`src/rtl/m3h_pkg.sv`:
```
// shared types, constants and helper functions for the murmur3 low-64 hash block
`timescale 1ns / 1ps
`default_nettype none

package m3h_pkg;

  // width of the running byte counter, saturates at all ones
  localparam int unsigned LENGTH_BITS = 32;
  localparam logic [LENGTH_BITS-1:0] LEN_MAX = {LENGTH_BITS{1'b1}};

  // hash constants
  localparam logic [63:0] MUL_A   = 64'h87c3_7b91_1142_53d5;
  localparam logic [63:0] MUL_B   = 64'h4cf5_ad43_2745_937f;
  localparam logic [63:0] ADD_ONE = 64'h0000_0000_52dc_e729;
  localparam logic [63:0] ADD_TWO = 64'h0000_0000_3849_5ab5;
  localparam logic [63:0] FIN_A   = 64'hff51_afd7_ed55_8ccd;
  localparam logic [63:0] FIN_B   = 64'hc4ce_b9fe_1a85_ec53;

  // block queue between front and back, depth is a power of two
  localparam int unsigned FIFO_DEPTH = 2;
  localparam int unsigned FIFO_AW    = $clog2(FIFO_DEPTH);

  // one classified block as handed from front to back
  typedef struct packed {
    logic [63:0] k1;       // masked low word
    logic [63:0] k2;       // masked high word
    logic [31:0] seed;     // raw signed seed
    logic [4:0]  cnt;      // effective byte count, 0..16
    logic        do_k1;    // low word takes part
    logic        do_k2;    // high word takes part
    logic        full;     // full body round
    logic        first;    // first block of a message
    logic        last;     // last block of a message
    logic        nul;      // null flag
  } blk_entry_t;

  typedef struct packed {
    logic        start;
    logic [63:0] a;
    logic [63:0] b;
  } mul_req_t;

  typedef struct packed {
    logic        done;
    logic [63:0] p;
  } mul_rsp_t;

  function automatic logic [63:0] rotl64(input logic [63:0] v, input int unsigned r);
    rotl64 = (v << r) | (v >> (64 - r));
  endfunction

  // ones in the lowest n bytes, n in 0..8
  function automatic logic [63:0] byte_mask(input logic [3:0] n);
    logic [63:0] m;
    m = '0;
    for (int i = 0; i < 8; i++) begin
      m[8*i +: 8] = (4'(i) < n) ? 8'hff : 8'h00;
    end
    byte_mask = m;
  endfunction

endpackage

`default_nettype wire

```
`src/rtl/m3h_fifo.sv`:
```
// short block queue between the front classifier and the back engine
`timescale 1ns / 1ps
`default_nettype none

module m3h_fifo import m3h_pkg::*; (
  input  logic       clk_i,
  input  logic       rst_ni,
  input  logic       push_i,
  input  blk_entry_t entry_i,
  output logic       full_o,
  input  logic       pop_i,
  output logic       valid_o,
  output blk_entry_t entry_o
);

  blk_entry_t            mem_q [FIFO_DEPTH];
  logic [FIFO_AW-1:0]    wr_ptr_q, rd_ptr_q;
  logic [FIFO_AW:0]      count_q, count_d;
  logic                  do_push, do_pop;

  assign full_o  = (count_q == (FIFO_AW+1)'(FIFO_DEPTH));
  assign valid_o = (count_q != '0);
  assign entry_o = mem_q[rd_ptr_q];

  assign do_push = push_i && !full_o;
  assign do_pop  = pop_i && valid_o;

  always_comb begin
    count_d = count_q;
    if (do_push && !do_pop) begin
      count_d = count_q + 1'b1;
    end else if (do_pop && !do_push) begin
      count_d = count_q - 1'b1;
    end
  end

  always_ff @(posedge clk_i or negedge rst_ni) begin
    if (!rst_ni) begin
      wr_ptr_q <= '0;
      rd_ptr_q <= '0;
      count_q  <= '0;
    end else begin
      count_q <= count_d;
      if (do_push) wr_ptr_q <= wr_ptr_q + 1'b1;
      if (do_pop)  rd_ptr_q <= rd_ptr_q + 1'b1;
    end
  end

  always_ff @(posedge clk_i) begin
    if (do_push) begin
      mem_q[wr_ptr_q] <= entry_i;
    end
  end

endmodule

`default_nettype wire

```
`config.mk`:
```
export PLATFORM = sky130hd
export DESIGN_NAME = m3h_fifo
export DESIGN_NICKNAME = d
export VERILOG_FILES = /design/src/rtl/m3h_pkg.sv /design/src/rtl/m3h_fifo.sv
export SDC_FILE = /design/constraint.sdc
export NUM_CORES = 1
export LEC_CHECK = 0
export BUFFER_PORTS_ARGS = -buffer_cell sky130_fd_sc_hd__buf_2
export CORE_MARGIN = 1.5
export CORE_UTILIZATION = 55
export CTS_BUF_LIST = sky130_fd_sc_hd__clkbuf_16
export DETAILED_ROUTE_END_ITERATION = 10
export GPL_ROUTABILITY_DRIVEN = 0
export PLACE_DENSITY = 0.79
export SLEW_MARGIN = 20
export SYNTH_ARGS = -nofsm -noshare
export SYNTH_HDL_FRONTEND = slang
export SYNTH_SLANG_ARGS = --single-unit
```
`constraint.sdc`:
```
create_clock -name clk_i -period 17.8 [get_ports clk_i]
set_input_delay 0.89 -clock clk_i [delete_from_list [all_inputs] [get_ports clk_i]]
set_output_delay 0.89 -clock clk_i [all_outputs]
set_load 0.01 [all_outputs]
```
# After elaboration in Yosys (flattened, before gate mapping)
# Memory sizes are Yosys's and may differ from the RTL's.
# Index checks and enable logic that the tools add are counted.
# word_totals
mem_count	1
reg_bits	4
ram_bits	342
# mem_list
name	depth	width	read_ports	rd_ports_with_merged_regs	wr	line	rtl
mem_q	2	171	1	0	1	m3h_fifo.sv:16	blk_entry_t mem_q [FIFO_DEPTH];
# op_classes
mux	4
reduce_logical	9
add_sub_neg	4
eq_ne	1
# ops
operator	count
$logic_and 1x1->1	4
$mux 2	2
$reduce_bool 2->1	2
$logic_not 1->1	3
$add 1x1->1 const B	2
$add 2x1->2 const B	1
$eq 2x2->1 const B	1
$mux 1	2
$sub 2x1->2 const B	1

# Depth between registers and ports, before layout
# Gate-level depths: netlist of the first run.
# depth
depth_word	7
ltp_mapped	7
ltp_nobuf	7

# Least setup slack after synthesis of the first run
# OpenSTA, ideal clock, no wires.
# synth_path
path_kind	input to register
from	input port push_i
to	memory mem_q[0][0] (netlist name), enable pin
setup_slack_ps	9023
arrival_ps	8073
cell_stages	2
setup_ps	704
required_ps	17096
path_cell_list	nand2_1 -> nor2_1
# synth_between
elab_chain_cells	3
# synth_lines
element	line	rtl
start, declared	m3h_fifo.sv:8	input logic push_i,
$logic_and 1x1->1	m3h_fifo.sv:25	assign do_push = push_i && !full_o;
$mux 1	m3h_fifo.sv:50	if (do_push) begin
$mux 1 (implied by the code)	m3h_fifo.sv:51	mem_q[wr_ptr_q] <= entry_i;
end, declared	m3h_fifo.sv:16	
# No other way between the ends.

==> results of run 1 <==
## power breakdown
part / leakage [nW] / internal, W / total (W) / switching, W
logic: 2.46 / 0.000382 / 0.000786 / 0.000404
clock network: 0.557 / 0.000405 / 0.000691 / 0.000286
registers: 3.22 / 0.00112 / 0.00119 / 0.0000705
total: 6.24 / 0.00190 / 0.00267 / 0.000761
## per-stage QoR
| step | instance area (µm²) | std cells | total power (W) | setup slack [ns] | hold slack [ns] |
|---|---|---|---|---|---|
| floorplan | 12900 | 551 | 0.00176 | 9.02 | 0.456 |
| global placement | 14900 | 1197 | 0.00198 | 14.51 | 0.472 |
| detailed placement | 14900 | 1197 | 0.00200 | 14.49 | 0.496 |
| CTS | 16000 | 1261 | 0.00269 | 13.94 | 0.164 |
| global route | 16000 | 1263 | 0.00278 | 13.82 | 0.169 |
| finish | 16000 | 1264 | 0.00267 | 13.94 | 0.182 |
## layer usage
metal / global-route usage / vias up / wire (µm)
met5: 0 / - / 73
met4: 0.0907 / 10 / 732
met3: 0.0794 / 57 / 2740
met2: 0.344 / 332 / 12500
met1: 0.237 / 3113 / 9360
li1: - / 2948 / -
## layout make-up
type	count	area, µm²	area share
multi-input combinational	184	2330	0.146
timing repair buffer	352	1790	0.112
tap	313	392	0.0245
sequential	346	10400	0.649
clock inverter	27	171	0.0107
inverter	2	7.51	0.000469
clock buffer	37	926	0.0579
antenna	3	7.51	0.000469
## critical path: cells and delay by family, from the launching register on
family	cells	cell delay, ns
buffers and inverters	2	1.00
flip-flops	1	0.91
multiplexers	1	0.43
## worst min path at each step
stage / startpoint / endpoint / depth (start not counted)
after floorplan: count_q[1] / count_q[1] / 1
after global placement: count_q[1] / count_q[1] / 1
after detailed placement: count_q[1] / count_q[1] / 1
after CTS: rst_ni / wr_ptr_q / 1
after global routing: rst_ni / wr_ptr_q / 1
final: rst_ni / wr_ptr_q / 1
## cells in the mapped netlist
master and count:
or2_2 1, mux2_4 80, edfxtp_1 342, inv_1 2, xor2_1 2, and3_1 1
xnor2_1 3, mux2_2 91, nor2_1 2, nand2b_1 1, ha_1 1, buf_6 10
dfrtp_1 4, nand2_1 2, buf_2 9
## kinds of logic after synthesis
group	Yosys count	share of synthesized area
DFF	346	0.807
muxes	171	0.173
buffers and inverters	21	0.0129
and+or+nand+nor	7	0.00263
xor gates and xnor gates	5	0.00341
adders and majority gates	1	0.000973
## sequential cells by signal, summed over array words and instances (netlist names)
name,flops
mem_q,342
count_q,2
rd_ptr_q,1
wr_ptr_q,1
==> metrics.md, run 1 <==
| Metric | Value |
|---|---|
| Synth-to-layout area growth | `24.4%` |
| CTS root buf | `clkbuf_16` |
| Post-CTS Hold Fix Bufs | `0` |
| Crit path DAT | `just under 3 ns` |
| Clk pin slew, worst setup/hold paths | `0.06 ns` |
| Largest net degree at the start of global routing | `172` |
| Maximum clock insertion buffer count | `3` |
| CP cell instances | `buf_4 -> mux2_2 -> buf_2` |
| DRT iter0 DRCs | `369` |
| Final nets | `1098` |
| Syn_nets | `727` |
| RR Endpoint | `mem_q[1][126]` |
| Commonest cells after routing, fill and taps aside | `buf_2 (347), edfxtp_1 (342), mux2_2 (91), mux2_4 (80), clkbuf_16 (37)` |
| Setup CP Type | `reg -> out` |
| Hpwl dp | `16.7 mm` |
| Avg Inst Size Synth | `~23 µm²` |
| Routed WL per cell | `a little over 20 µm` |
| Syn. warnings | `0` |
| CP Max Fanout | `69` |
| Fin crit share | `0.217` |
| Port bufs | `347` |
| Critical R2R Launch | `count_q[0]` |
| Post-CTS Resized | `0` |
| Pre-antenna DRT Iters | `5` |
| Final Hold Viols | `0` |
| Min Tclk post-route | `3.86 ns` |
| All-Layer GR Usage | `0.206` |
| DIE WIDTH | `156 µm` |
| Worst-margin pin slew | `around 1.0 ns` |
| Kind of start point of the critical path | `register` |
| Register area share after synthesis | `0.807` |
| Final setup fails | `0` |
| Worst EP required | `16.91 ns` |
| Antenna-violating nets left | `0` |
| Leading area contributor after synthesis | `edfxtp_1` |
| Sink Count | `346` |
| Most common cell after layout, fill and taps aside | `buf_2` |
| Postcts setup bufs | `0` |
| DR vias | `6460` |
| Top post-synthesis cells by area | `edfxtp_1 (80%), mux2_4 (9.3%), mux2_2 (8.0%)` |
| CP Launch Point | `rd_ptr_q` |
| Mapped Cells | `551` |
| Fillcell total | `around 1400` |
| Outcome | `finished, final reports clean` |
| CP peak stage delay | `0.91 ns` |
| RSZ-0062 raised after global routing | `no` |
| Max VDD drop | `between 0.1 and 0.15 mV` |
| Fmax | `around 260 MHz` |
| Relative slew slack | `0.303` |
| Post-synth cell types | `15` |
| First-pass GRT wire length | `36.7 mm` |
| PwrDens | `between 150 and 200 nW/µm²` |
| Total CTS buffers | `36` |
| H-tree Lvls | `2` |
| Die area | `24300 µm²` |
| Pins over their slew limit | `0` |
| Initial antenna violation count | `9` |
| Max_cap viols | `0` |
| Post-route DRC | `0` |
| DIE HEIGHT | `about 160 µm` |
| Crit-path slowest cell | `dfrtp_4` |
| Path depth of the worst reg2reg path | `3` |
| DR vias/cell | `5.11` |
| Pleak | `6.24 nW` |
| Area share of the largest cell type after synthesis | `0.799` |
| Finished Core Util | `0.702` |
| Vias in the first global route | `6531` |
| IO Count | `348` |
| Clock skew | `0.0128 ns` |
| Drt total wl | `between 20 and 30 mm` |
| Critical path endpoint category | `output port` |
| Grt ovf | `0` |
| FP Rows | `55` |
| Clk Latency, worst-skew pair | `0.50 ns` |
| Critical path endpoint | `entry_o[162]` |
| Post-Syn Area | `12900 µm²` |
| Core area | `22800 µm²` |
| CTS tree | `yes` |
| Final setup TNS | `0 ns` |
| Hold Path Class | `in -> async` |
| Starting Density | `0.564` |
| Synth Register Bits | `between 300 and 400` |
| R2r setup slk | `15.17 ns` |
| Share of cells above drive strength 1 | `0.603` |
No activity file was read; power rests on OpenSTA's default activity.
==> run 2: changes to the inputs <==
--- a/config.mk
+++ b/config.mk
@@ -7,11 +7,11 @@
 export LEC_CHECK = 0
 export BUFFER_PORTS_ARGS = -buffer_cell sky130_fd_sc_hd__buf_2
 export CORE_MARGIN = 1.5
-export CORE_UTILIZATION = 55
+export CORE_UTILIZATION = 47
 export CTS_BUF_LIST = sky130_fd_sc_hd__clkbuf_16
 export DETAILED_ROUTE_END_ITERATION = 10
 export GPL_ROUTABILITY_DRIVEN = 0
-export PLACE_DENSITY = 0.79
+export PLACE_DENSITY = 0.72
 export SLEW_MARGIN = 20
 export SYNTH_ARGS = -nofsm -noshare
 export SYNTH_HDL_FRONTEND = slang
==> constraint.sdc (replaced) <==
create_clock -name clk_i -period 3.25 [get_ports clk_i]
set_input_delay 0.1625 -clock clk_i [delete_from_list [all_inputs] [get_ports clk_i]]
set_output_delay 0.1625 -clock clk_i [all_outputs]
set_load 0.01 [all_outputs]
==> metrics.md, run 2 (synthesis gave the netlist of run 1 again) <==
| Metric | Value |
|---|---|
| CP Max Fanout | `40` |
| Final Hold Viols | `0` |
| Pleak | `7.09 nW` |
| Max reg flops | `342` |
| Placed cell count | `1235` |
| Maximum clock insertion buffer count | `3` |
| Top Registers | `mem_q: 342 flops, count_q: 2 flops` |
| Hold Path Class | `in -> reg` |
| CTS root buf | `clkbuf_16` |
| Pins over their slew limit | `0` |
| Drt total wl | `28.3 mm` |
| FP Rows | `60` |
| Post-route DRC | `0` |
| Hold WS | `0.372 ns` |
| Crit path DAT | `2.30 ns` |
| All-Layer GR Usage | `0.196` |
| Hold_sp | `entry_i[6]` |
| Setup CP Type | `reg -> out` |
| Routed WL per cell | `19.2 µm` |
| DR vias | `7259` |
| Die area | `28300 µm²` |
| Post-CTS Resized | `0` |
| DIE HEIGHT | `approximately 170 µm` |
| Power, Total | `between 0.015 and 0.02 W` |
| Final setup fails | `0` |
| Clk pin slew, worst setup/hold paths | `0.06 ns` |
| Path depth of the worst reg2reg path | `3` |
| Outcome | `finished, final reports clean` |
| Antenna-violating nets left | `0` |
| DRT iter0 DRCs | `385` |
| Post-CTS Hold Fix Bufs | `175` |
| Initial antenna violation count | `2` |
| R2r setup slk | `1.29 ns` |
| Share of cells above drive strength 1 | `0.518` |
| Min Tclk post-route | `2.46 ns` |
| Synth-to-layout area growth | `39.9%` |
| First-pass GRT wire length | `~42 mm` |
| IO Count | `between 300 and 400` |
| CTS tree | `yes` |
| Reg with most FFs | `mem_q` |
| RSZ-0062 raised after global routing | `no` |
| Postcts setup bufs | `0` |
| Fin crit share | `0.757` |
| Worst hold stages | `2` |
| Vias in the first global route | `7893` |
| Worst EP required | `about 3 ns` |
| PwrDens | `842 nW/µm²` |
| Fmax | `406 MHz` |
| Final worst slack | `0.789 ns` |
| DR vias/cell | `4.91` |
| CP Launch Point | `rd_ptr_q` |
| Sink Count | `346` |
| Worst-margin pin slew | `between 0.6 and 0.7 ns` |
| Most common cell after layout, fill and taps aside | `buf_2` |
| Max_cap viols | `0` |
| Pre-antenna DRT Iters | `4` |
| Finished Core Util | `0.669` |
| Hpwl dp | `roughly 16 mm` |
| DIE WIDTH | `168 µm` |
| Largest net degree at the start of global routing | `94` |
| H-tree Lvls | `2` |
| Critical path endpoint category | `output port` |
| Total CTS buffers | `36` |
| Kind of start point of the critical path | `register` |
| Port bufs | `347` |
| Final nets | `1283` |
| Clock skew | `around 0.017 ns` |
| Clk Latency, worst-skew pair | `approximately 0.50 ns` |
| Starting Density | `0.478` |
| Max VDD drop | `0.745 mV` |
| Commonest cells after routing, fill and taps aside | `buf_2 (347), edfxtp_1 (342), dlygate4sd3_1 (175), mux2_2 (91), mux2_4 (80)` |
| Core area | `26900 µm²` |
| Post-Place Setup Slack | `1.30 ns` |
| Critical R2R Launch | `count_q[0]` |
| Final cell count without fillers | `1477` |
| Relative slew slack | `0.539` |
| Grt ovf | `0` |
==> run 2: power by group <==
group | total (W) | internal, W | switching, W
combinational | 0.00477 | 0.00236 | 0.00241
sequential | 0.00648 | 0.00610 | 0.000376
clock | 0.00390 | 0.00230 | 0.00159
total | 0.0151 | 0.0108 | 0.00438
==> run 2: worst paths after layout <==
kind                                 to
max reg2reg                mem_q[1][73]
min in group asynchronous      rd_ptr_q
max                         entry_o[55]
max in group asynchronous      rd_ptr_q
min reg2reg                  count_q[0]
min                         mem_q[0][6]
==> run 2: final cells by class <==
type | instances | area (µm²)
multi-input combinational | 184 | 2340
sequential | 346 | 10400
tap | 341 | 427
timing repair buffer | 537 | 3690
inverter | 2 | 7.51
fill | 1751 | 8900
antenna | 2 | 5.00
clock inverter | 28 | 205
clock buffer | 37 | 926
==> run 2: metal layers <==
| metal | track usage | wire length [µm] | part of all wire |
|---|---|---|---|
| met1 | 0.226 | 10600 | 0.37 |
| met2 | 0.345 | 14400 | 0.51 |
| met3 | 0.0606 | 2460 | 0.087 |
| met4 | 0.0710 | 836 | 0.029 |
| met5 | 0 | 0 | 0 |
==> run 2: per-stage QoR <==
step / setup TNS, ns / instance area, µm²
3_5_place_dp: 0 / 15100
5_1_grt: 0 / 18000
2_1_floorplan: -50.37 / 12900
6_report: 0 / 18000
3_3_place_gp: 0 / 15100
4_1_cts: 0 / 18000
==> run 2: worst max-delay path, stage by stage, from the launching register on <==
cell,delay [ns]
dfrtp_4,0.88
buf_4,0.37
mux2_2,0.37
buf_2,0.15
