<file path="src/rtl/m3h_pkg.sv">
// shared types, constants and helper functions for the murmur3 low-64 hash block
`timescale 1ns / 1ps
`default_nettype none

package m3h_pkg;

  // width of the running byte counter, saturates at all ones
  localparam int unsigned LENGTH_BITS = 32;
  localparam logic [LENGTH_BITS-1:0] LEN_MAX = {LENGTH_BITS{1'b1}};

  // hash constants
  localparam logic [63:0] MUL_A   = 64'h87c3_7b91_1142_53d5;
  localparam logic [63:0] MUL_B   = 64'h4cf5_ad43_2745_937f;
  localparam logic [63:0] ADD_ONE = 64'h0000_0000_52dc_e729;
  localparam logic [63:0] ADD_TWO = 64'h0000_0000_3849_5ab5;
  localparam logic [63:0] FIN_A   = 64'hff51_afd7_ed55_8ccd;
  localparam logic [63:0] FIN_B   = 64'hc4ce_b9fe_1a85_ec53;

  // block queue between front and back, depth is a power of two
  localparam int unsigned FIFO_DEPTH = 2;
  localparam int unsigned FIFO_AW    = $clog2(FIFO_DEPTH);

  // one classified block as handed from front to back
  typedef struct packed {
    logic [63:0] k1;       // masked low word
    logic [63:0] k2;       // masked high word
    logic [31:0] seed;     // raw signed seed
    logic [4:0]  cnt;      // effective byte count, 0..16
    logic        do_k1;    // low word takes part
    logic        do_k2;    // high word takes part
    logic        full;     // full body round
    logic        first;    // first block of a message
    logic        last;     // last block of a message
    logic        nul;      // null flag
  } blk_entry_t;

  typedef struct packed {
    logic        start;
    logic [63:0] a;
    logic [63:0] b;
  } mul_req_t;

  typedef struct packed {
    logic        done;
    logic [63:0] p;
  } mul_rsp_t;

  function automatic logic [63:0] rotl64(input logic [63:0] v, input int unsigned r);
    rotl64 = (v << r) | (v >> (64 - r));
  endfunction

  // ones in the lowest n bytes, n in 0..8
  function automatic logic [63:0] byte_mask(input logic [3:0] n);
    logic [63:0] m;
    m = '0;
    for (int i = 0; i < 8; i++) begin
      m[8*i +: 8] = (4'(i) < n) ? 8'hff : 8'h00;
    end
    byte_mask = m;
  endfunction

endpackage

`default_nettype wire

</file>
<file path="src/rtl/m3h_front.sv">
// front classifier: takes items, masks tail bytes, marks first and last blocks
`timescale 1ns / 1ps
`default_nettype none

module m3h_front import m3h_pkg::*; (
  input  logic        clk_i,
  input  logic        rst_ni,
  input  logic        in_valid_i,
  output logic        in_stall_o,
  input  logic [63:0] data_low_i,
  input  logic [63:0] data_high_i,
  input  logic [4:0]  byte_count_i,
  input  logic        last_block_i,
  input  logic [31:0] seed_i,
  input  logic        is_null_i,
  input  logic        q_full_i,
  output logic        push_o,
  output blk_entry_t  entry_o
);

  logic       mid_q;
  logic [4:0] cnt_eff;
  logic       full;
  logic       tail_hi;

  assign in_stall_o = q_full_i;
  assign push_o     = in_valid_i && !q_full_i;

  // non-last blocks and oversize counts are full blocks
  assign cnt_eff = (!last_block_i || (byte_count_i > 5'd16)) ? 5'd16 : byte_count_i;
  assign full    = (cnt_eff == 5'd16);
  assign tail_hi = (cnt_eff > 5'd8);

  always_comb begin
    entry_o.seed  = seed_i;
    entry_o.cnt   = cnt_eff;
    entry_o.do_k1 = (cnt_eff != 5'd0);
    entry_o.do_k2 = tail_hi;
    entry_o.full  = full;
    entry_o.first = !mid_q;
    entry_o.last  = last_block_i;
    entry_o.nul   = is_null_i;
    if (full) begin
      entry_o.k1 = data_low_i;
      entry_o.k2 = data_high_i;
    end else begin
      entry_o.k1 = tail_hi ? data_low_i : (data_low_i & byte_mask(cnt_eff[3:0]));
      entry_o.k2 = tail_hi ? (data_high_i & byte_mask(4'(cnt_eff - 5'd8))) : '0;
    end
  end

  always_ff @(posedge clk_i or negedge rst_ni) begin
    if (!rst_ni) begin
      mid_q <= 1'b0;
    end else if (push_o) begin
      mid_q <= !last_block_i;
    end
  end

endmodule

`default_nettype wire

</file>
<file path="config.mk">
export PLATFORM = sky130hd
export DESIGN_NAME = m3h_front
export DESIGN_NICKNAME = d
export VERILOG_FILES = /design/src/rtl/m3h_pkg.sv /design/src/rtl/m3h_front.sv
export SDC_FILE = /design/constraint.sdc
export NUM_CORES = 1
export LEC_CHECK = 0
export ABC_CLOCK_PERIOD_IN_PS = 1800
export BUFFER_PORTS_ARGS = -buffer_cell sky130_fd_sc_hd__buf_2
export CAP_MARGIN = 10
export CELL_PAD_IN_SITES_DETAIL_PLACEMENT = 1
export CELL_PAD_IN_SITES_GLOBAL_PLACEMENT = 1
export CORE_AREA = 4 4 132 134
export CTS_CLUSTER_DIAMETER = 50
export CTS_CLUSTER_SIZE = 28
export DETAILED_ROUTE_END_ITERATION = 10
export DIE_AREA = 0 0 136 138
export MAX_ROUTING_LAYER = met4
export PLACE_DENSITY_LB_ADDON = 0.15
export SYNTH_ARGS = -nofsm -noshare
export SYNTH_HDL_FRONTEND = slang
export SYNTH_SLANG_ARGS = --single-unit
</file>
<file path="constraint.sdc">
create_clock -name clk_i -period 1.8 [get_ports clk_i]
set_clock_uncertainty 0.05 [all_clocks]
set_input_delay 0.18 -clock clk_i [delete_from_list [all_inputs] [get_ports clk_i]]
set_output_delay 0.18 -clock clk_i [all_outputs]
set_load 0.05 [all_outputs]
</file>
# Word-level counts from Yosys, hierarchy flattened
# Cells that the tools add are included.
[totals]
regBits = 1
[op_classes]
reduce_logical = 6
add_sub_neg = 1
magnitude_cmp = 18
n_mux = 20
bitwise_logic = 2
n_eq_ne = 1
[ops]
columns = ["operator", "n"]
rows = [
  ["64-bit AND", 2],
  ["128-bit 2-to-1 mux", 1],
  ["64-bit 2-to-1 mux", 2],
  ["8-bit 2-to-1 mux", 16],
  ["3-bit by 4-bit < comparator with 1-bit output, first input constant", 8],
  ["1-bit by 4-bit < comparator with 1-bit output, first input constant", 4],
  ["2-bit by 4-bit < comparator with 1-bit output, first input constant", 4],
  ["5-bit == test, second input constant", 1],
  ["5-bit by 4-bit > comparator with 1-bit output, second input constant", 1],
  ["5-bit > comparator, second input constant", 1],
  ["5-bit 2-to-1 mux", 1],
  ["5-bit nonzero test", 1],
  ["4-bit subtractor, second input constant", 1],
  ["1-bit logical NOT", 3],
  ["1-bit logical AND", 1],
  ["1-bit logical OR", 1],
]

# Logic depth before layout (Yosys ltp)
# Gate-level depths: netlist (run 1).
[logic_depth]
ltp_word = 9
ltp_mapped = 5
ltp_nobuf = 3

# Least setup slack after synthesis (run 1)
# Ideal clock, no wire load.
[synth_timing]
path_type = "input-to-output"
startpoint = "input byte_count_i[0]"
endpoint = "output entry_o[91] (netlist bit)"
stages = 3
n_path_buf = 1
t_required_ns = 1.570
path_slack_ns = -0.164
t_arrival_ns = 1.734
path_cell_list = "buf_2 > nand4_1 > a21boi_0"
[synth_lines]
columns = ["element", "line", "source"]
rows = [
  ["start: declaration", "m3h_front.sv:12", "input logic [4:0] byte_count_i,"],
  ["end: declaration", "m3h_front.sv:18", "output blk_entry_t entry_o"],
]

==> results.env, run 1 <==
PLACEMENT.IO_BUFFERS=277
DRC=0
TIMING.CRITICAL_PATH.SLOWEST_STAGE_CELL='nor4b_4'
CP-END-KIND='primary output'
ANT_NETS=0
PATH_MAX_FANOUT=33
VIASPERCELL=3.60
NUMBER_OF_MAX_SLEW_VIOLATIONS_IN_THE_FINAL_REPORT=0
DIE_WIDTH_UM=136
POST_DP_CELL_AREA_UM2=2950
FIRST_PASS_ITERATION_COUNT_OF_THE_DETAILED_ROUTER=4
SYNTH_TOP_AREA_SHARE_PCT=33.0
SYNTH_EDF_COUNT=0
CPMOSTUSEDCELL='buf_2'
MAX_FREQ_GHz=0.626
WORST_SLEW_SLACK_AS_A_FRACTION_OF_ITS_LIMIT_PCT=71.2
ANTENNA_FOUND_INITIAL=1
CRITICAL_PATH.ENDPOINT='entry_o[132]'
STATIC-LEAKAGE-POWER_nW=1.67
DIEHEIGHT_UM=138
CRITICAL_PATH.REG2REG.ENDPOINT='mid_q'
SYNTH.YOSYS.SEQ_AREA_SHARE_PCT=1.59
REGISTERS.TOP_BY_FF_COUNT='mid_q'
POST_ROUTE_CELLS_DRIVE_ABOVE_1_SHARE_PCT=65.5
IO_PINS=344
PRE_CTS_WS_NS=0.123
WORSTMARGINPINSLEW_NS=0.432
R2R_SLACK_NS=1.16
SYN_INST=219
GLOBAL_ROUTE.USAGE.TOTAL_PCT=9.94
RR_WORST_DEPTH=2
CRIT_CHAIN='buf_2 -> nor4b_4 -> buf_12 -> and2b_1 -> buf_2'
SETUP_VIOL=0
DR.FIRST_ITER.DRC_COUNT=32
FINAL.PERIOD_UTILIZATION_PCT=88.8
DESIGN_AREA_UM2=2970
COUNT_OF_INSTANCES_RESIZED_AFTER_THE_CLOCK_TREE_IS_BUILT=0
POWER.IR.VDD_WORST_mV=0.130
SETUP_WS_NS=0.202
YOSYS.CELL_COUNT.TOP_TYPE='a21boi_0'
GRT_FIRST_PASS_WIRELENGTH_MM=14.8
WL_PER_CELL_UM=15.0
LARGEST_REGISTERS='mid_q x1'
PLACE.GP.CONGESTION=0.715
GRT_START_MAX_NET_PINS=50
FLOORPLAN.INITIALDENSITY_PCT=9.63
YOSYSWARNINGCOUNT=0
FIRST_GLOBAL_VIAS=2591
POST_SYNTH.CELL_AREA_AVG_UM2=7.16
STATUS='completed'
CRITICAL_PATH.REG2REG.STARTPOINT='mid_q'
CRIT_PATH_MAX_INCR_DELAY_NS=0.36
PERIOD_MINUS_SLACK_NS=1.60
POST_SYNTH_MOST_FREQUENT_CELLS='69 x a21boi_0, 39 x buf_4, 23 x a21boi_1'
SETUP_REPAIR_AFTER_GLOBAL_ROUTING_MISSED_ITS_MARGIN='false'
DRV_CAP=0
MIN-DELAY-PATH-CLASS='in2out'
GLOBALROUTEOVERFLOWTOTAL=0
CRITPATHKIND='in2out'
CP-STARTPOINT='byte_count_i[3]'
ARRIVAL_NS=1.37
CRIT_REQUIRED_NS=1.57
SYNTHESIS.AREA_UM2=1570
LARGEST_REGISTER_FFS=1
FINAL_HOLD_VIOL_COUNT=0
WORST_SETUP_PATH_START_KIND='input port'
SYN_NETS=390
NUM_VIAS=2420
FIN_TNS_SETUP_NS=0
SYNTH-ASYNC-RESET-RATIO_PCT=100
ROWS=47
FINISH.UTILIZATION_PCT=18.3
ROUTE.FINAL.WIRE_LENGTH_MM=10.1
DIE_FOOTPRINT_UM2=18800
MOST_AREA_HUNGRY_CELL_TYPE_IN_THE_YOSYS_NETLIST='a21boi_0'
SYNTH_FLOP_CELL='dfrtp_1'
FINISH.NET_COUNT=625
SYNTH.LIB_CELLS_USED.DISTINCT=25
SYNTH.AREA.TOP_CELLS='a21boi_0 33%, buf_4 19%, a21boi_1 11%'
DETAILEDPLACEMENTHPWL_MM=8.82
AREAL_POWER_DENSITY_OVER_THE_CELLS_nW_PER_UM2=465
CORE_AREA_UM2=16300
YS_SEQ_ELEMENTS=1
CLK_LATENCY_NS=0
FLOW.AREA_GROWTH_FROM_SYNTHESIS_PCT=89.5
stage by stage:
stage	total power, mW	std cells	hold WS [ns]
final	1.38	673	0.310
after global placement	1.39	670	-0.0937
after detailed placement	1.40	670	-0.0913
after CTS	1.40	671	0.310
after floorplan	1.19	219	-0.166
after global routing	1.46	673	0.310
cells by family (layout without fill, tap and decap cells):
family	Yosys count	after routing	share of synthesized area, %
DFF	1	1	1.59
AOI/OAI and AO/OA	108	108	52.6
other	0	1	0
muxes	1	1	0.638
buffers and inverters	67	300	28.1
and+or+nand+nor	42	42	17.1
power by group:
part | internal [mW] | total [mW] | switching [mW] | leakage [nW]
logic | 0.360 | 1.35 | 0.994 | 1.66
registers | 0.0262 | 0.0269 | 0.000714 | 0.0116
clock network | 0.0000000742 | 0.0000000742 | 0 | 0.00000634
total | 0.386 | 1.38 | 0.995 | 1.67
cell usage in the layout, fill, tap and decap left out, drive strengths merged:
cell and instances:
buf 287, dfrtp 1, a31oi 8, and2b 2, and2 11, nor2 2, dlygate4sd3 1, a21boi 96
nor3b 1, o21ai 2, nand3 3, inv 12, diode 1, nor2b 16, o211ai 1, mux2i 1
nand2 5, o31ai 1, nor4b 1, nand4 1
worst max-delay path: cells and delay by family:
family,cells,cell delay (ns)
simple gates,2,0.56
buf+inv,3,0.62
layer usage:
layer / track usage [%] / part of all wire [%] / up-vias / wire, um
met3: 1.02 / 7.6 / 16 / 770
met4: 1.33 / 1.3 / 0 / 129
met1: 10.4 / 35 / 1092 / 3580
li1: - / - / 1192 / -
met2: 20.1 / 56 / 120 / 5630
met5: - / 0 / - / 0
repair_timing:
action | 4_1_cts | 5_1_grt
hold endpoints to repair | 1 | 0
endpoints found under the setup margin | 0 | 4
buffers inserted | 0 | 1
hold buffers | 1 | 0
final cells by class:
class | instances | area (um^2)
repair buffers | 288 | 1510
well taps | 220 | 275
fillers | 2096 | 13300
flip-flops and latches | 1 | 25.0
multi-input cells | 151 | 1120
diodes | 1 | 2.50
inverters | 12 | 45.0
worst min path at each step:
| stage | depth (start not counted) | from | slack, ns | end |
|---|---|---|---|---|
| 6_report | 0 | seed_i[6] | 0.31 | entry_o[17] |
| 5_1_grt | 0 | seed_i[3] | 0.31 | entry_o[14] |
| 4_1_cts | 0 | seed_i[25] | 0.31 | entry_o[36] |
| 3_5_place_dp | 1 | rst_ni | -0.09 | mid_q |
| 3_3_place_gp | 1 | rst_ni | -0.09 | mid_q |
| 2_1_floorplan | 0 | rst_ni | -0.17 | mid_q |
Power figures use the tool's default switching activity.
==> inputs of run 2 (changes only) <==
--- a/config.mk
+++ b/config.mk
@@ -10,7 +10,7 @@
 export CAP_MARGIN = 10
 export CELL_PAD_IN_SITES_DETAIL_PLACEMENT = 1
 export CELL_PAD_IN_SITES_GLOBAL_PLACEMENT = 1
-export CORE_AREA = 4 4 132 134
+export CORE_AREA = 2 2 134 136
 export CTS_CLUSTER_DIAMETER = 50
 export CTS_CLUSTER_SIZE = 28
 export DETAILED_ROUTE_END_ITERATION = 10
==> run 2 against run 1 <==
  * Register-to-register slack barely moved
  * Wire length decreased by 6.4%
  * Critical path depth down 1
  * Combinational power barely moved
  * Fmax decreased by 2.2%
  * Worst setup slack got worse by 0.035 ns
  * Die area unchanged
  * Sequential share of layout area is essentially flat
  * Via count grew 2.8%
  * Critical endpoint is now entry_o[64]
==> results.env, run 2 (synthesis gave the netlist of run 1 again) <==
STATUS='completed'
COMBPWRFRAC_PCT=98.0  # about the same
FINAL_HOLD_VIOL_COUNT=0  # unchanged
SETUP_REPAIR_AFTER_GLOBAL_ROUTING_MISSED_ITS_MARGIN='false'
INTERNAL-POWER_uW=383  # -0.77%
WORST_SLEW_SLACK_AS_A_FRACTION_OF_ITS_LIMIT_PCT=55.3  # -16 points
ANTENNA_FOUND_INITIAL=1  # unchanged
POST_ROUTE_CELLS_DRIVE_ABOVE_1_SHARE_PCT=65.3  # -0.15 points
GLOBALROUTEMET2UTIL_PCT=18.2  # -1.8 points
COUNT_OF_INSTANCES_RESIZED_AFTER_THE_CLOCK_TREE_IS_BUILT=0  # unchanged
GRT_UTIL_MET3_PCT=1.06  # +0.046 points
P_SWITCHING_uW=991  # -0.40%
POST-CTS-SETUP-BUFFER-COUNT=0  # unchanged
NUMBER_OF_MAX_SLEW_VIOLATIONS_IN_THE_FINAL_REPORT=0  # unchanged
DETAILEDPLACEMENTHPWL_MM=8.16  # -7.4%
DIEHEIGHT_UM=138  # unchanged
STATIC-LEAKAGE-POWER_nW=1.66  # -0.67%
WORST_HOLD_SLACK_NS=0.310  # unchanged
REGISTERS.TOP_BY_FF_COUNT='mid_q'
ANT_NETS=0  # unchanged
ARRIVAL_NS=1.40  # +0.03 ns
SETUP_WS_NS=0.167  # -0.0354 ns
DRC=0  # unchanged
LARGEST_REGISTER_FFS=1  # unchanged
CRITPATHKIND='in2out'
PLACE.GP.CONGESTION=0.711  # -0.59%
SETUP_VIOL=0  # unchanged
MIN-DELAY-PATH-CLASS='in2out'
PATH_MAX_FANOUT=12  # -64%
FIRST_PASS_ITERATION_COUNT_OF_THE_DETAILED_ROUTER=4  # unchanged
POWER.IR.VDD_WORST_mV=0.163  # +25%
FLOORPLAN.INITIALDENSITY_PCT=8.95  # -0.68 points
PWR-SHARE-SEQ_PCT=2.0  # about the same
NUM_VIAS=2487  # +2.8%
GLOBAL_ROUTE.USAGE.TOTAL_PCT=9.17  # -0.77 points
PERIOD_MINUS_SLACK_NS=1.63  # +0.0354 ns
FINAL.PERIOD_UTILIZATION_PCT=90.7  # +2.0 points
MOST-COMMON-LAYOUT-CELLS='277 x buf_2, 64 x a21boi_1, 28 x a21boi_0'
AREAL_POWER_DENSITY_OVER_THE_CELLS_nW_PER_UM2=464  # -0.17%
GRT_START_MAX_NET_PINS=34  # -32%
MAX_FREQ_GHz=0.612  # -2.2%
GLOBALROUTEOVERFLOWTOTAL=0  # unchanged
ROUTE.FINAL.WIRE_LENGTH_MM=9.46  # -6.4%
CLK_LATENCY_NS=0  # unchanged
PRE_CTS_WS_NS=0.134  # +0.0112 ns
CRIT_REQUIRED_NS=1.57  # about the same
CLOCK_SHARE_OF_POWER_PCT=0  # unchanged
CORE_AREA_UM2=17500  # +7.6%
PLACEMENT.IO_BUFFERS=277  # unchanged
DR.FIRST_ITER.DRC_COUNT=63  # +97%
GLOBALROUTE.BUSIESTLAYER='met2'
DIE_WIDTH_UM=136  # unchanged
DRV_CAP=0  # unchanged
CP-END-KIND='primary output'
GRT_FIRST_PASS_WIRELENGTH_MM=13.6  # -7.9%
FLOW.AREA_GROWTH_FROM_SYNTHESIS_PCT=88.8
WORST_SETUP_PATH_START_KIND='input port'
WL_PER_CELL_UM=13.9  # -7.4%
ROWS=49  # +4.3%
GRTUSAGEMET1_PCT=9.78  # -0.59 points
MOST_COMMON_CELL_AFTER_LAYOUT_FILL_AND_TAPS_ASIDE='buf_2'
WORSTMARGINPINSLEW_NS=0.669  # +0.237 ns
LARGEST_REGISTERS='mid_q x1'
DIE_FOOTPRINT_UM2=18800  # unchanged
FIRST_GLOBAL_VIAS=2468  # -4.7%
VIASPERCELL=3.66  # +1.7%
IO_PINS=344  # unchanged
P_SW_SHARE_PCT=72.1  # +0.074 points
FINISH.NET_COUNT=623  # -0.32%
## run 2: stage by stage
step	setup TNS (ns)	power [mW]	util (%)	cell area, um^2	cells
final	0	1.37	16.9	2960	680
after global routing	0	1.45	16.9	2960	680
after CTS	0	1.39	16.9	2960	679
after detailed placement	0	1.39	16.8	2950	678
after global placement	0	1.38	16.8	2950	678
after floorplan	-4.53	1.19	-	1570	219
## run 2: final timing paths
path,from,end,slack (ns),cells past startpoint
worst max-delay path,byte_count_i[1],entry_o[64],0.17,4
worst min-delay path,seed_i[3],entry_o[14],0.31,0
worst max register to register,mid_q,mid_q,1.17,2
worst min register to register,mid_q,mid_q,0.45,2
max in group asynchronous,rst_ni,mid_q,1.15,2
min in group asynchronous,rst_ni,mid_q,0.46,2
## run 2: cell type report
class | instances | area, um^2
flip-flops and latches | 1 | 25.0
well taps | 229 | 287
fillers | 2233 | 14600
multi-input cells | 151 | 1110
diodes | 1 | 2.50
repair buffers | 286 | 1490
inverters | 12 | 45.0
## run 2: power groups by stage
stage	combinational [mW]	sequential, mW	clock [mW]
2_1_floorplan	1.16	0.0268	0
3_3_place_gp	1.36	0.0269	0
3_5_place_dp	1.36	0.0269	0
4_1_cts	1.37	0.0269	0
5_1_grt	1.42	0.0275	0.00000000000327
6_report	1.35	0.0269	0.00000149
## run 2: metal layers
metal	vias to the layer above	part of all wire (%)
met5	-	0
met4	0	0.96
met3	14	8.5
met2	153	54
met1	1131	36
li1	1189	-
## run 2: critical path, stage by stage
cell	delay, ns
buf_2	0.27
nand3_1	0.38
a31oi_1	0.27
buf_2	0.29
## run 2: timing repair
item / 4_1_cts / 5_1_grt
hold buffers: 1 / 0
endpoints found under the setup margin: 0 / 0
endpoints found under the hold margin: 1 / 0
